## config.mk

```make
export PLATFORM = sky130hd
export DESIGN_NAME = ultrasonic_range_averager_top
export DESIGN_NICKNAME = d
export VERILOG_FILES = /design/src/design/ura_pkg.sv /design/src/design/ura_dist.sv /design/src/design/ura_ctrl.sv /design/src/design/ura_out.sv /design/src/design/ultrasonic_range_averager_top.sv
export SDC_FILE = /design/constraint.sdc
export NUM_CORES = 1
export LEC_CHECK = 0
export ABC_AREA = 1
export BUFFER_PORTS_ARGS = -buffer_cell sky130_fd_sc_hd__buf_2
export CELL_PAD_IN_SITES_DETAIL_PLACEMENT = 1
export CELL_PAD_IN_SITES_GLOBAL_PLACEMENT = 1
export CORE_AREA = 2 2 184 186
export DETAILED_ROUTE_END_ITERATION = 8
export DIE_AREA = 0 0 186 188
export PLACE_DENSITY_LB_ADDON = 0.3
export SLEW_MARGIN = 30
export SYNTH_ARGS = -nofsm -noshare
export SYNTH_HDL_FRONTEND = slang
export SYNTH_HIERARCHICAL = 1
export SYNTH_SLANG_ARGS = --single-unit
```

## constraint.sdc

```tcl
create_clock -name clk -period 11.95 [get_ports clk]
set_clock_uncertainty 0.05 [all_clocks]
set_input_delay 1.7925 -clock clk [delete_from_list [all_inputs] [get_ports clk]]
set_output_delay 1.7925 -clock clk [all_outputs]
set_load 0.05 [all_outputs]
```

## src/design/ura_pkg.sv

```systemverilog
// Shared types and constants for the ultrasonic range averager.
package ura_pkg;

  // Fixed field and register widths.
  localparam int AVG_W      = 14;
  localparam int TRIG_W     = 8;
  localparam int SETTLE_W   = 16;
  localparam int CFG_DATA_W = 16;
  localparam int CFG_IDX_W  = 2;

  // Configuration register indexes.
  localparam logic [CFG_IDX_W-1:0] CFG_TRIGGER_TICKS = 2'd0;
  localparam logic [CFG_IDX_W-1:0] CFG_SETTLE_TICKS  = 2'd1;

  // Register reset values and saturation limits.
  localparam logic [TRIG_W-1:0]   TRIG_RESET   = 8'd20;
  localparam logic [SETTLE_W-1:0] SETTLE_RESET = 16'd65;
  localparam logic [SETTLE_W-1:0] PHASE_MAX    = 16'hFFFF;
  localparam logic [AVG_W-1:0]    AVG_MAX      = 14'h3FFF;

  // Measurement sequencer phases.
  typedef enum logic [1:0] {
    PH_IDLE,
    PH_TRIG,
    PH_LISTEN
  } phase_t;

  // One result item as it leaves the sequencer.
  typedef struct packed {
    logic             trigger_level;
    logic             busy_res;
    logic             done_res;
    logic [AVG_W-1:0] average_mm;
  } res_t;

endpackage

```

## src/design/ura_dist.sv

```systemverilog
// Converts an echo pulse length in microseconds to millimeters, floor(us*17/100).
module ura_dist #(
  parameter int ECHO_COUNT_BITS = 16
) (
  input  logic [ECHO_COUNT_BITS-1:0] echo_ticks,
  output logic [ECHO_COUNT_BITS-3:0] dist_mm
);
  // us*17 is a shift and add; /100 is a multiply by a rounded-up reciprocal.
  localparam int XW = ECHO_COUNT_BITS + 5;
  localparam int SH = XW + 7;
  localparam int MW = SH - 6;
  localparam int DW = ECHO_COUNT_BITS - 2;
  localparam logic [63:0] RECIP = ((64'd1 << SH) + 64'd99) / 64'd100;

  logic [XW-1:0]    scaled;
  logic [XW+MW-1:0] prod;

  assign scaled  = {1'b0, echo_ticks, 4'b0000} + {5'b00000, echo_ticks};
  assign prod    = {{MW{1'b0}}, scaled} * {{XW{1'b0}}, RECIP[MW-1:0]};
  assign dist_mm = prod[SH +: DW];

endmodule

```

## src/design/ura_ctrl.sv

```systemverilog
// Measurement sequencer: trigger timing, echo pulse timing, round sum and average.
module ura_ctrl #(
  parameter int ROUNDS_LOG2     = 3,
  parameter int ECHO_COUNT_BITS = 16
) (
  input  logic                           clk,
  input  logic                           rst_n,
  input  logic                           cfg_we,
  input  logic [ura_pkg::CFG_IDX_W-1:0]  cfg_index,
  input  logic [ura_pkg::CFG_DATA_W-1:0] cfg_wdata,
  input  logic                           acc,
  input  logic                           echo_level,
  input  logic                           start_req,
  input  logic [ECHO_COUNT_BITS-3:0]     dist_mm,
  output logic [ECHO_COUNT_BITS-1:0]     echo_ticks_r,
  output ura_pkg::res_t                  res
);
  import ura_pkg::*;

  localparam int DW = ECHO_COUNT_BITS - 2;
  localparam int SW = DW + ROUNDS_LOG2;
  localparam int RW = (ROUNDS_LOG2 > 0) ? ROUNDS_LOG2 : 1;
  localparam logic [RW-1:0] LAST_ROUND = RW'((1 << ROUNDS_LOG2) - 1);

  logic [TRIG_W-1:0]          trig_cfg_r;
  logic [SETTLE_W-1:0]        settle_cfg_r;
  phase_t                     phase_r, phase_nxt;
  logic [SETTLE_W-1:0]        ph_ticks_r, ph_ticks_nxt;
  logic [ECHO_COUNT_BITS-1:0] echo_ticks_nxt;
  logic                       echo_prev_r;
  logic                       seen_end_r, seen_end_nxt;
  logic [RW-1:0]              round_r, round_nxt;
  logic [SW-1:0]              sum_r, sum_nxt;
  logic [AVG_W-1:0]           avg_r, avg_nxt;
  logic                       done;

  logic [TRIG_W-1:0]   trig_len;
  logic                trig_over;
  logic [SETTLE_W-1:0] listen_ticks;
  logic                seen_set;
  logic                round_end;
  logic                last_round;
  logic [SW-1:0]       sum_add;
  logic [31:0]         avg_ext;

  // Configuration registers.
  always_ff @(posedge clk) begin
    if (!rst_n) begin
      trig_cfg_r   <= TRIG_RESET;
      settle_cfg_r <= SETTLE_RESET;
    end else if (cfg_we) begin
      case (cfg_index)
        CFG_TRIGGER_TICKS: trig_cfg_r   <= cfg_wdata[TRIG_W-1:0];
        CFG_SETTLE_TICKS:  settle_cfg_r <= cfg_wdata[SETTLE_W-1:0];
        default:           ;
      endcase
    end
  end

  // Shared decisions of the current tick.
  assign trig_len     = (trig_cfg_r == '0) ? TRIG_W'(1) : trig_cfg_r;
  assign trig_over    = ph_ticks_r >= {{(SETTLE_W-TRIG_W){1'b0}}, trig_len};
  assign listen_ticks = (ph_ticks_r == PHASE_MAX) ? ph_ticks_r : ph_ticks_r + 1'b1;
  assign seen_set     = !seen_end_r && !echo_level && echo_prev_r && (echo_ticks_r != '0);
  assign round_end    = (phase_r == PH_LISTEN) && (listen_ticks >= settle_cfg_r) &&
                        (seen_end_r || seen_set);
  assign last_round   = (round_r == LAST_ROUND);
  assign sum_add      = sum_r + {{ROUNDS_LOG2{1'b0}}, dist_mm};
  assign avg_ext      = 32'(sum_add >> ROUNDS_LOG2);

  // Next phase.
  always_comb begin
    phase_nxt = phase_r;
    case (phase_r)
      PH_IDLE: begin
        if (start_req) phase_nxt = PH_TRIG;
      end
      PH_TRIG: begin
        if (trig_over) phase_nxt = PH_LISTEN;
      end
      PH_LISTEN: begin
        if (round_end) phase_nxt = last_round ? PH_IDLE : PH_TRIG;
      end
      default: phase_nxt = PH_IDLE;
    endcase
  end

  // Counters, echo timing and the running sum.
  always_comb begin
    ph_ticks_nxt   = ph_ticks_r;
    echo_ticks_nxt = echo_ticks_r;
    seen_end_nxt   = seen_end_r;
    round_nxt      = round_r;
    sum_nxt        = sum_r;
    avg_nxt        = avg_r;
    done           = 1'b0;
    if (phase_r == PH_IDLE) begin
      if (start_req) begin
        round_nxt      = '0;
        sum_nxt        = '0;
        ph_ticks_nxt   = SETTLE_W'(1);
        echo_ticks_nxt = '0;
        seen_end_nxt   = 1'b0;
      end
    end else begin
      // Only the first pulse that rises inside the round is timed.
      if (!seen_end_r) begin
        if (echo_level && !echo_prev_r) begin
          echo_ticks_nxt = ECHO_COUNT_BITS'(1);
        end else if (echo_level && echo_prev_r) begin
          if ((echo_ticks_r != '0) && !(&echo_ticks_r)) echo_ticks_nxt = echo_ticks_r + 1'b1;
        end else if (seen_set) begin
          seen_end_nxt = 1'b1;
        end
      end
      if (phase_r == PH_TRIG) begin
        ph_ticks_nxt = trig_over ? '0 : ph_ticks_r + 1'b1;
      end else begin
        ph_ticks_nxt = listen_ticks;
        if (round_end) begin
          sum_nxt   = sum_add;
          round_nxt = round_r + 1'b1;
          if (last_round) begin
            avg_nxt      = (avg_ext > 32'(AVG_MAX)) ? AVG_MAX : avg_ext[AVG_W-1:0];
            ph_ticks_nxt = '0;
            done         = 1'b1;
          end else begin
            ph_ticks_nxt   = SETTLE_W'(1);
            echo_ticks_nxt = '0;
            seen_end_nxt   = 1'b0;
          end
        end
      end
    end
  end

  // Result fields follow the state after the tick.
  always_comb begin
    res.trigger_level = (phase_nxt == PH_TRIG);
    res.busy_res      = (phase_nxt != PH_IDLE);
    res.done_res      = done;
    res.average_mm    = avg_nxt;
  end

  // State advances once per transferred tick.
  always_ff @(posedge clk) begin
    if (!rst_n) begin
      phase_r      <= PH_IDLE;
      ph_ticks_r   <= '0;
      echo_ticks_r <= '0;
      echo_prev_r  <= 1'b0;
      seen_end_r   <= 1'b0;
      round_r      <= '0;
      sum_r        <= '0;
      avg_r        <= '0;
    end else if (acc) begin
      phase_r      <= phase_nxt;
      ph_ticks_r   <= ph_ticks_nxt;
      echo_ticks_r <= echo_ticks_nxt;
      echo_prev_r  <= echo_level;
      seen_end_r   <= seen_end_nxt;
      round_r      <= round_nxt;
      sum_r        <= sum_nxt;
      avg_r        <= avg_nxt;
    end
  end

  // A finished pulse always has a nonzero length.
  a_seen_has_len: assert property (@(posedge clk) disable iff (!rst_n)
    seen_end_r |-> (echo_ticks_r != '0))
    else $error("echo end seen with zero pulse length");

  // The trigger phase always counts from one.
  a_trig_count: assert property (@(posedge clk) disable iff (!rst_n)
    (phase_r == PH_TRIG) |-> (ph_ticks_r != '0))
    else $error("trigger phase with zero tick count");

  // Without a transfer the sequencer does not move.
  a_hold: assert property (@(posedge clk) disable iff (!rst_n)
    !acc |=> $stable(phase_r) && $stable(sum_r) && $stable(avg_r))
    else $error("sequencer state changed without a transfer");

  // Idle without a start request stays idle.
  a_idle_stays: assert property (@(posedge clk) disable iff (!rst_n)
    (acc && (phase_r == PH_IDLE) && !start_req) |=> (phase_r == PH_IDLE))
    else $error("left idle without a start request");

endmodule

```

## src/design/ura_out.sv

```systemverilog
// Result register stage with transfer handshake toward both sides.
module ura_out (
  input  logic          clk,
  input  logic          rst_n,
  input  logic          in_valid,
  output logic          in_ready,
  output logic          acc,
  input  ura_pkg::res_t res,
  output logic          out_valid,
  input  logic          out_ready,
  output ura_pkg::res_t out_res
);
  import ura_pkg::*;

  logic valid_r;
  res_t res_r;

  // A new tick is taken whenever the held result leaves or none is held.
  assign in_ready  = !valid_r || out_ready;
  assign acc       = in_valid && in_ready;
  assign out_valid = valid_r;
  assign out_res   = res_r;

  always_ff @(posedge clk) begin
    if (!rst_n) begin
      valid_r <= 1'b0;
    end else if (in_ready) begin
      valid_r <= in_valid;
    end
  end

  always_ff @(posedge clk) begin
    if (acc) begin
      res_r <= res;
    end
  end

endmodule

```

## src/design/ultrasonic_range_averager_top.sv

```systemverilog
// A tick's result is registered at the same edge that transfers the tick.
// Throughput: one tick per clock while out_ready is high or no result is held; the
// result register is reloaded in the same cycle that its held result is transferred out.
// The distance multiplier is combinational on the sequencer's registered pulse length.
// Reset (synchronous, active low) clears the sequencer to idle, the average to zero,
// the output valid flag, and loads trigger_ticks 20 and settle_ticks 65.
module ultrasonic_range_averager_top #(
  parameter int ROUNDS_LOG2     = 3,
  parameter int ECHO_COUNT_BITS = 16
) (
  input  logic                           clk,
  input  logic                           rst_n,
  input  logic                           cfg_we,
  input  logic [ura_pkg::CFG_IDX_W-1:0]  cfg_index,
  input  logic [ura_pkg::CFG_DATA_W-1:0] cfg_wdata,
  input  logic                           in_valid,
  output logic                           in_ready,
  input  logic                           in_echo_level,
  input  logic                           in_start_req,
  output logic                           out_valid,
  input  logic                           out_ready,
  output logic                           out_trigger_level,
  output logic                           out_busy_res,
  output logic                           out_done_res,
  output logic [ura_pkg::AVG_W-1:0]      out_average_mm
);
  import ura_pkg::*;

  logic                       acc;
  logic [ECHO_COUNT_BITS-1:0] echo_ticks;
  logic [ECHO_COUNT_BITS-3:0] dist_mm;
  res_t                       res;
  res_t                       out_res;

  // Pulse length to distance.
  ura_dist #(
    .ECHO_COUNT_BITS(ECHO_COUNT_BITS)
  ) u_dist (
    .echo_ticks(echo_ticks),
    .dist_mm   (dist_mm)
  );

  // Sequencer.
  ura_ctrl #(
    .ROUNDS_LOG2    (ROUNDS_LOG2),
    .ECHO_COUNT_BITS(ECHO_COUNT_BITS)
  ) u_ctrl (
    .clk         (clk),
    .rst_n       (rst_n),
    .cfg_we      (cfg_we),
    .cfg_index   (cfg_index),
    .cfg_wdata   (cfg_wdata),
    .acc         (acc),
    .echo_level  (in_echo_level),
    .start_req   (in_start_req),
    .dist_mm     (dist_mm),
    .echo_ticks_r(echo_ticks),
    .res         (res)
  );

  // Result register.
  ura_out u_out (
    .clk      (clk),
    .rst_n    (rst_n),
    .in_valid (in_valid),
    .in_ready (in_ready),
    .acc      (acc),
    .res      (res),
    .out_valid(out_valid),
    .out_ready(out_ready),
    .out_res  (out_res)
  );

  assign out_trigger_level = out_res.trigger_level;
  assign out_busy_res      = out_res.busy_res;
  assign out_done_res      = out_res.done_res;
  assign out_average_mm    = out_res.average_mm;

endmodule
```

Word level (Yosys, flattened, before mapping)

Index checks and enable logic that the tools add are counted.

Order comparisons: 3
Muxes and demuxes: 45
Eq/ne operators: 8
Multipliers: 1
Bitwise logic cells: 1
Reductions and logical operators: 28
Add/sub/neg operators: 5

Operators by type and width:

| cell                                                                  | number |
|---|---|
| 16-bit 2-to-1 mux                                                     | 15 |
| 14-bit 2-to-1 mux                                                     | 5 |
| 17-bit 2-to-1 mux                                                     | 4 |
| 21-bit by 22-bit multiplier with 42-bit output, second input constant | 1 |
| 16-bit by 1-bit adder with 16-bit output, second input constant       | 2 |
| 20-bit by 16-bit adder with 21-bit output                             | 1 |
| 17-bit by 14-bit adder with 17-bit output                             | 1 |
| 16-bit == test, second input constant                                 | 1 |
| 16-bit greater-or-equal comparator                                    | 1 |
| 16-bit by 8-bit greater-or-equal comparator with 1-bit output         | 1 |
| 16-bit AND reduction                                                  | 1 |
| 16-bit nonzero test                                                   | 1 |
| 14-bit > comparator, second input constant                            | 1 |
| 1-bit 2-to-1 mux                                                      | 12 |
| 3-bit 2-to-1 mux                                                      | 4 |
| 1-bit logical AND                                                     | 9 |
| 8-bit zero test                                                       | 1 |
| 8-bit 2-to-1 mux                                                      | 1 |
| 2-bit by 1-bit == test with 1-bit output, second input constant       | 3 |
| 2-bit 2-to-1 mux                                                      | 3 |
| 2-bit case mux with 3 select lines                                    | 1 |
| 2-bit AND reduction                                                   | 3 |
| 1-bit zero test                                                       | 5 |
| 2-bit zero test                                                       | 2 |
| other kinds (10)                                                      | 12 |

Bits of input ports: 25
Register bits: 112
Word-level logic and storage cells: 106
Output and inout port bits: 19

Longest topological paths before layout

Word-level depth: 12
Mapped depth: 50
Gate-level depth less buffers: 50

Cells and area by module

The synthesis kept the hierarchy.

Modules (own cells, without submodules):

| module   | cells an instance | sequential area each (um^2) | area an instance (um^2) | times used |
|---|---|---|---|---|
| ura_dist | 1110              | 0.0                         | 8994.9                  | 1 |
| ura_ctrl | 1001              | 1881.8                      | 6353.6                  | 1 |
| ura_out  | 24                | 530.5                       | 561.8                   | 1 |

Worst setup path after synthesis

Ideal clock, no wire load.

Kind: register to register
From: reg u_ctrl.echo_ticks_r[1]
To: reg u_out.res_r, in the netlist u_out/out_res[12] (data pin)
Data arrival time: 8.023 ns
Setup time: 0.253 ns
Required time: 11.647 ns
Setup slack: 3.623 ns
Cell stages (with the launch flop): 38
Path through: dfxtp_1 -> inv_1 -> fa_1 -> nand3b_1 -> nand2_1 -> a31o_2 -> xor2_1 -> inv_1 -> ha_1 -> inv_1 -> ha_1 -> or2_2 -> fa_1 -> inv_1 -> fa_1 -> inv_1 -> fa_1 -> fa_1 -> [2 not listed] -> ha_1 -> nand2_1 -> nor2_1 -> inv_1 -> nor3_1 -> nand4_1 -> nand3_1 -> xor2_1 -> ha_1 -> a21o_1 -> a21boi_0 -> nor2_1 -> nor2_1 -> nand2_1 -> nand2_1 -> nand2_1 -> nand2_1 -> nand2_1

RTL lines:

| what                   | line            | text |
|---|---|---|
| from (decl)            | ura_ctrl.sv:15  | `output logic [ECHO_COUNT_BITS-1:0] echo_ticks_r,` |
| from (signal assigned) | ura_ctrl.sv:159 | `echo_ticks_r <= echo_ticks_nxt;` |
| to (signal assigned)   | ura_out.sv:34   | `res_r <= res;` |
| to (decl)              | ura_out.sv:16   | `res_t res_r;` |

Worst setup path in the final report

From: reg u_ctrl.echo_ticks_r[1]
To: reg u_ctrl.avg_r[12]

Word-level cells in the longest chain between the ends: 9
Elaborated cells on any way between the ends: 13

Ends and longest elaborated chain:

| what                                             | line                                | text |
|---|---|---|
| 20-bit by 16-bit adder with 21-bit output *      | ura_dist.sv:18                      | `assign scaled = {1'b0, echo_ticks, 4'b0000} + {5'b00000, echo_ticks};` |
| 21-bit by 22-bit multiplier with 42-bit output * | ura_dist.sv:19                      | `assign prod = {{MW{1'b0}}, scaled} * {{XW{1'b0}}, RECIP[MW-1:0]};` |
| named net dist_mm[10]                            | ultrasonic_range_averager_top.sv:31 | `logic [ECHO_COUNT_BITS-3:0] dist_mm;` |
| 17-bit by 14-bit adder with 17-bit output *      | ura_ctrl.sv:68                      | `assign sum_add = sum_r + {{ROUNDS_LOG2{1'b0}}, dist_mm};` |
| 14-bit > comparator                              | ura_ctrl.sv:124                     | `avg_nxt = (avg_ext > 32'(AVG_MAX)) ? AVG_MAX : avg_ext[AVG_W-1:0];` |
| 14-bit 2-to-1 mux *                              | ura_ctrl.sv:124                     |  |
| 14-bit 2-to-1 mux *                              | ura_ctrl.sv:123                     | `if (last_round) begin` |
| 14-bit 2-to-1 mux *                              | ura_ctrl.sv:120                     | `if (round_end) begin` |
| 14-bit 2-to-1 mux *                              | ura_ctrl.sv:116                     | `if (phase_r == PH_TRIG) begin` |
| 14-bit 2-to-1 mux *                              | ura_ctrl.sv:97                      | `if (phase_r == PH_IDLE) begin` |
| to (signal assigned)                             | ura_ctrl.sv:164                     | `avg_r <= avg_nxt;` |
| to (decl)                                        | ura_ctrl.sv:34                      | `logic [AVG_W-1:0] avg_r, avg_nxt;` |

Mark *: on every way through the listed nets, which the timed path passes. The rest lies on a longest branch.
A chain may end at the register's enable or synchronous reset.

==> run_results.csv <==
group,metric,value,unit
synthesis,synthArstFlopShare,0,
setup_path,cp.arrival,10370,ps
route,drt.antenna.violating_nets,0,
setup_path,cp_max_fo,11,
power_and_ir_drop,p_int,0.000590,W
power_and_ir_drop,swShare,0.307,
setup_path,crit_path_top_delay_cell,"dfxtp_1",
setup_path,endpoint_kind,"flip-flop",
placed_design,port_buffers,43,
outcome,status,"completed",
setup_path,reg2reg_depth,43,
sta,max_freq,98.5,MHz
synthesis,postSynthCellCount,2135,
synthesis,syn-num-nets,2570,
setup_path,max_stage_delay,690,ps
global_route,grt_overflow,0,
clock_network,cts_tree,"done",
route,wl,47400,um
layout,final_common_cell,"nand2_1",
clock_network,cts_made_buffers,9,
layout,finish.utilization,0.510,
synthesis,synth.top_cell.area_share,0.204,
power_and_ir_drop,power.total,0.000851,W
global_route,grt_max_degree,69,
clock_network,hold_buffers,0,
setup_path,cp-start-kind,"flip-flop",
setup_path,crit_type,"flip-flop to flip-flop",
placed_design,routabilityCongestion,0.964,
synthesis,netlist_area,0.0159,mm^2
global_route,grt_pass1_vias,15400,
clock_network,cts_max_path_buffers,2,
setup_path,cp-startpoint,"u_ctrl/echo_ticks_r[1]",
layout,final_cell_mix,"nand2_1, inv_1, ha_1",
route,viasPerCell,5.33,
layout,syn_to_final_growth,6.06,%
sta,finalMaxSlewViolations,0,
clock_network,cts-resized-gates,0,
floorplanning,rows,67,
setup_path,crit_path_end,"u_ctrl/avg_r[12]",
route,drc_errors,0,
synthesis,ys.flop_type,"dfxtp_1",
sta,timing.hold.ws,418,ps
sta,worstMarginPinSlew,967,ps
sta,final.period_utilization,0.850,
layout,n_antenna_cell,0,
floorplanning,die_x,186,um
global_route,track_usage,0.287,
global_route,antenna_found_initial,0,
global_route,grt_pass1_wl,78500,um
synthesis,yosysWarningCount,6,
placed_design,place_ws,1930,ps
power_and_ir_drop,leakagePower,9.62,nW
floorplanning,start_util,0.480,
layout,fin_nets,2598,
floorplanning,die_h,188,um
synthesis,synthTopCellsByArea,"ha_1, fa_1, dfxtp_1, nand2_1, inv_1",
route,drt_iter0_drc,596,
placed_design,hpwl,41000,um
sta,setup_violations,0,
power_and_ir_drop,peakVddDrop,0.0730,mV
synthesis,synth_seq_cells,112,
synthesis,yosysSeqAreaShare,0.152,
synthesis,synth_top_cell_by_area,"ha_1",
clock_network,cts_sinks,112,
sta,setup_tns,0,ps
layout,layout-drive-gt1-share,0.0512,
floorplanning,die-area,0.0350,mm^2
setup_path,path_common_cell,"nand2_1",
power_and_ir_drop,p_comb_frac,0.161,
route,num_vias,13900,
sta,final.setup.worst_slack,1790,ps
power_and_ir_drop,switching_power,0.000261,W
clock_network,insertion_delay,380,ps
sta,hold_viol_final,0,
synthesis,synth_edf_count,17,
synthesis,synth.distinct_cells,47,
power_and_ir_drop,p_seq_frac,0.477,
sta,rsz0062_at_grt,"false",
sta,relSlewSlack,0.353,
clock_network,htreeDepth,3,
floorplanning,core_region_area,0.0331,mm^2
setup_path,worstPathRequired,12170,ps
floorplanning,num_io_pins,44,
run,cap_violations,0,
route,drtPass1Iterations,4,
clock_network,path_clk_slew,80,ps
route,wire_per_inst,18.1,um
setup_path,r2r-start,"u_ctrl/echo_ticks_r[1]",
sta,fin_crit,10160,ps
power_and_ir_drop,power_density,50.4,mW/mm^2
setup_path,r2r-end,"u_ctrl/avg_r[12]",
clock_network,cts_setup_buffers,0,
power_and_ir_drop,p_clk_frac,0.362,
min_path,hold_path_class,"flip-flop to flip-flop",
synthesis,syn_avg_cell_area,7.45,um^2
setup_path,rrSetupSlack,1790,ps
clock_network,ctsRootBufferMaster,"clkbuf_16",
synthesized netlist by cell type (2+ instances only):
library cell and number:
nor3_1 22, a21boi_0 2, ha_1 260, buf_2 4, or2_2 10, edfxtp_1 17, a21oi_2 3, clkbuf_1 20
xor2_1 44, nand3b_1 5, xnor2_1 9, nand3_1 115, nor3_2 2, a21oi_1 144, nand2_2 6, or2_1 2
nor2_1 161, inv_1 429, o21bai_1 10, nand3_2 3, nand4_1 32, buf_4 3, o21a_1 5, nand2_1 463
o211ai_1 4, dfxtp_1 95, nor4_1 3, buf_6 5, fa_1 150, o21ai_0 61, a31oi_1 7, a21o_1 13
a31o_2 4, inv_2 4, nor2_2 6
sequential cells by signal, indices dropped and copies added, names as in the netlist:
register             cells
u_ctrl/round_r           3
u_out/out_res           17
u_ctrl/sum_r            17
u_ctrl/settle_cfg_r     16
u_ctrl/trig_cfg_r        8
u_ctrl/seen_end_r        1
u_ctrl/echo_prev_r       1
u_ctrl/ph_ticks_r       16
u_ctrl/echo_ticks_r     16
u_ctrl/avg_r            14
u_ctrl/phase_r           2
u_out/out_valid          1
cell families after synthesis:
kind of cell             Yosys count  share of synthesized area
AND/OR/NAND/NOR                  832                      0.220
buffers and inverters            467                      0.114
adder cells (fa/ha/maj)          410                      0.393
AO/OA/AOI/OAI                    260                     0.0912
flip-flops                       112                      0.152
XOR/XNOR                          54                     0.0302
worst max-delay path: cells and delay by family (launching register included):
family	cells	cell delay (ps)
fa+ha+maj	11	4620
simple gates	19	2220
compound gates	3	900
xor+xnor	2	810
buf+inv	8	750
flops	1	690
worst min-delay path by stage:
stage               slack [ps]                       to  depth (start not counted)               startpoint
floorplan                  380  u_ctrl/settle_cfg_r[14]                          2  u_ctrl/settle_cfg_r[14]
global placement           400   u_ctrl/settle_cfg_r[4]                          2   u_ctrl/settle_cfg_r[4]
detailed placement         410   u_ctrl/settle_cfg_r[5]                          2   u_ctrl/settle_cfg_r[5]
CTS                        420        u_ctrl/round_r[2]                          2        u_ctrl/round_r[2]
global route               440          u_ctrl/sum_r[7]                          2          u_ctrl/sum_r[7]
finish                     420  u_ctrl/settle_cfg_r[15]                          2  u_ctrl/settle_cfg_r[15]
power by group through the flow:
stage / logic (W) / registers (W) / clock network [W]
3_3_place_gp: 0.000131 / 0.000414 / 0
4_1_cts: 0.000138 / 0.000406 / 0.000319
5_1_grt: 0.000155 / 0.000408 / 0.000331
6_report: 0.000137 / 0.000406 / 0.000308
3_5_place_dp: 0.000137 / 0.000414 / 0
2_1_floorplan: 0.0000820 / 0.000429 / 0
layout make-up:
| class | instances | area (um^2) |
|---|---|---|
| fill | 4277 | 16200 |
| multi-input combinational | 1556 | 11700 |
| sequential | 112 | 2410 |
| inverter | 434 | 1630 |
| tap | 448 | 561 |
| timing repair buffer | 50 | 268 |
| clock buffer | 10 | 239 |
| clock inverter | 6 | 60.1 |
per-stage QoR:
stage                     area (um^2)  instances
after floorplan                 15900       2135
after global placement          16600       2600
after detailed placement        16600       2600
after CTS                       16900       2616
after global routing            16900       2616
final                           16900       2616
metal layers:
metal | up-vias | share of wire | GRT usage
li1 | 6822 | - | -
met4 | 0 | 0.038 | 0.112
met2 | 204 | 0.50 | 0.505
met1 | 6823 | 0.43 | 0.353
met5 | - | 0 | 0
met3 | 85 | 0.034 | 0.0367
(Power assumes the default switching activity.)
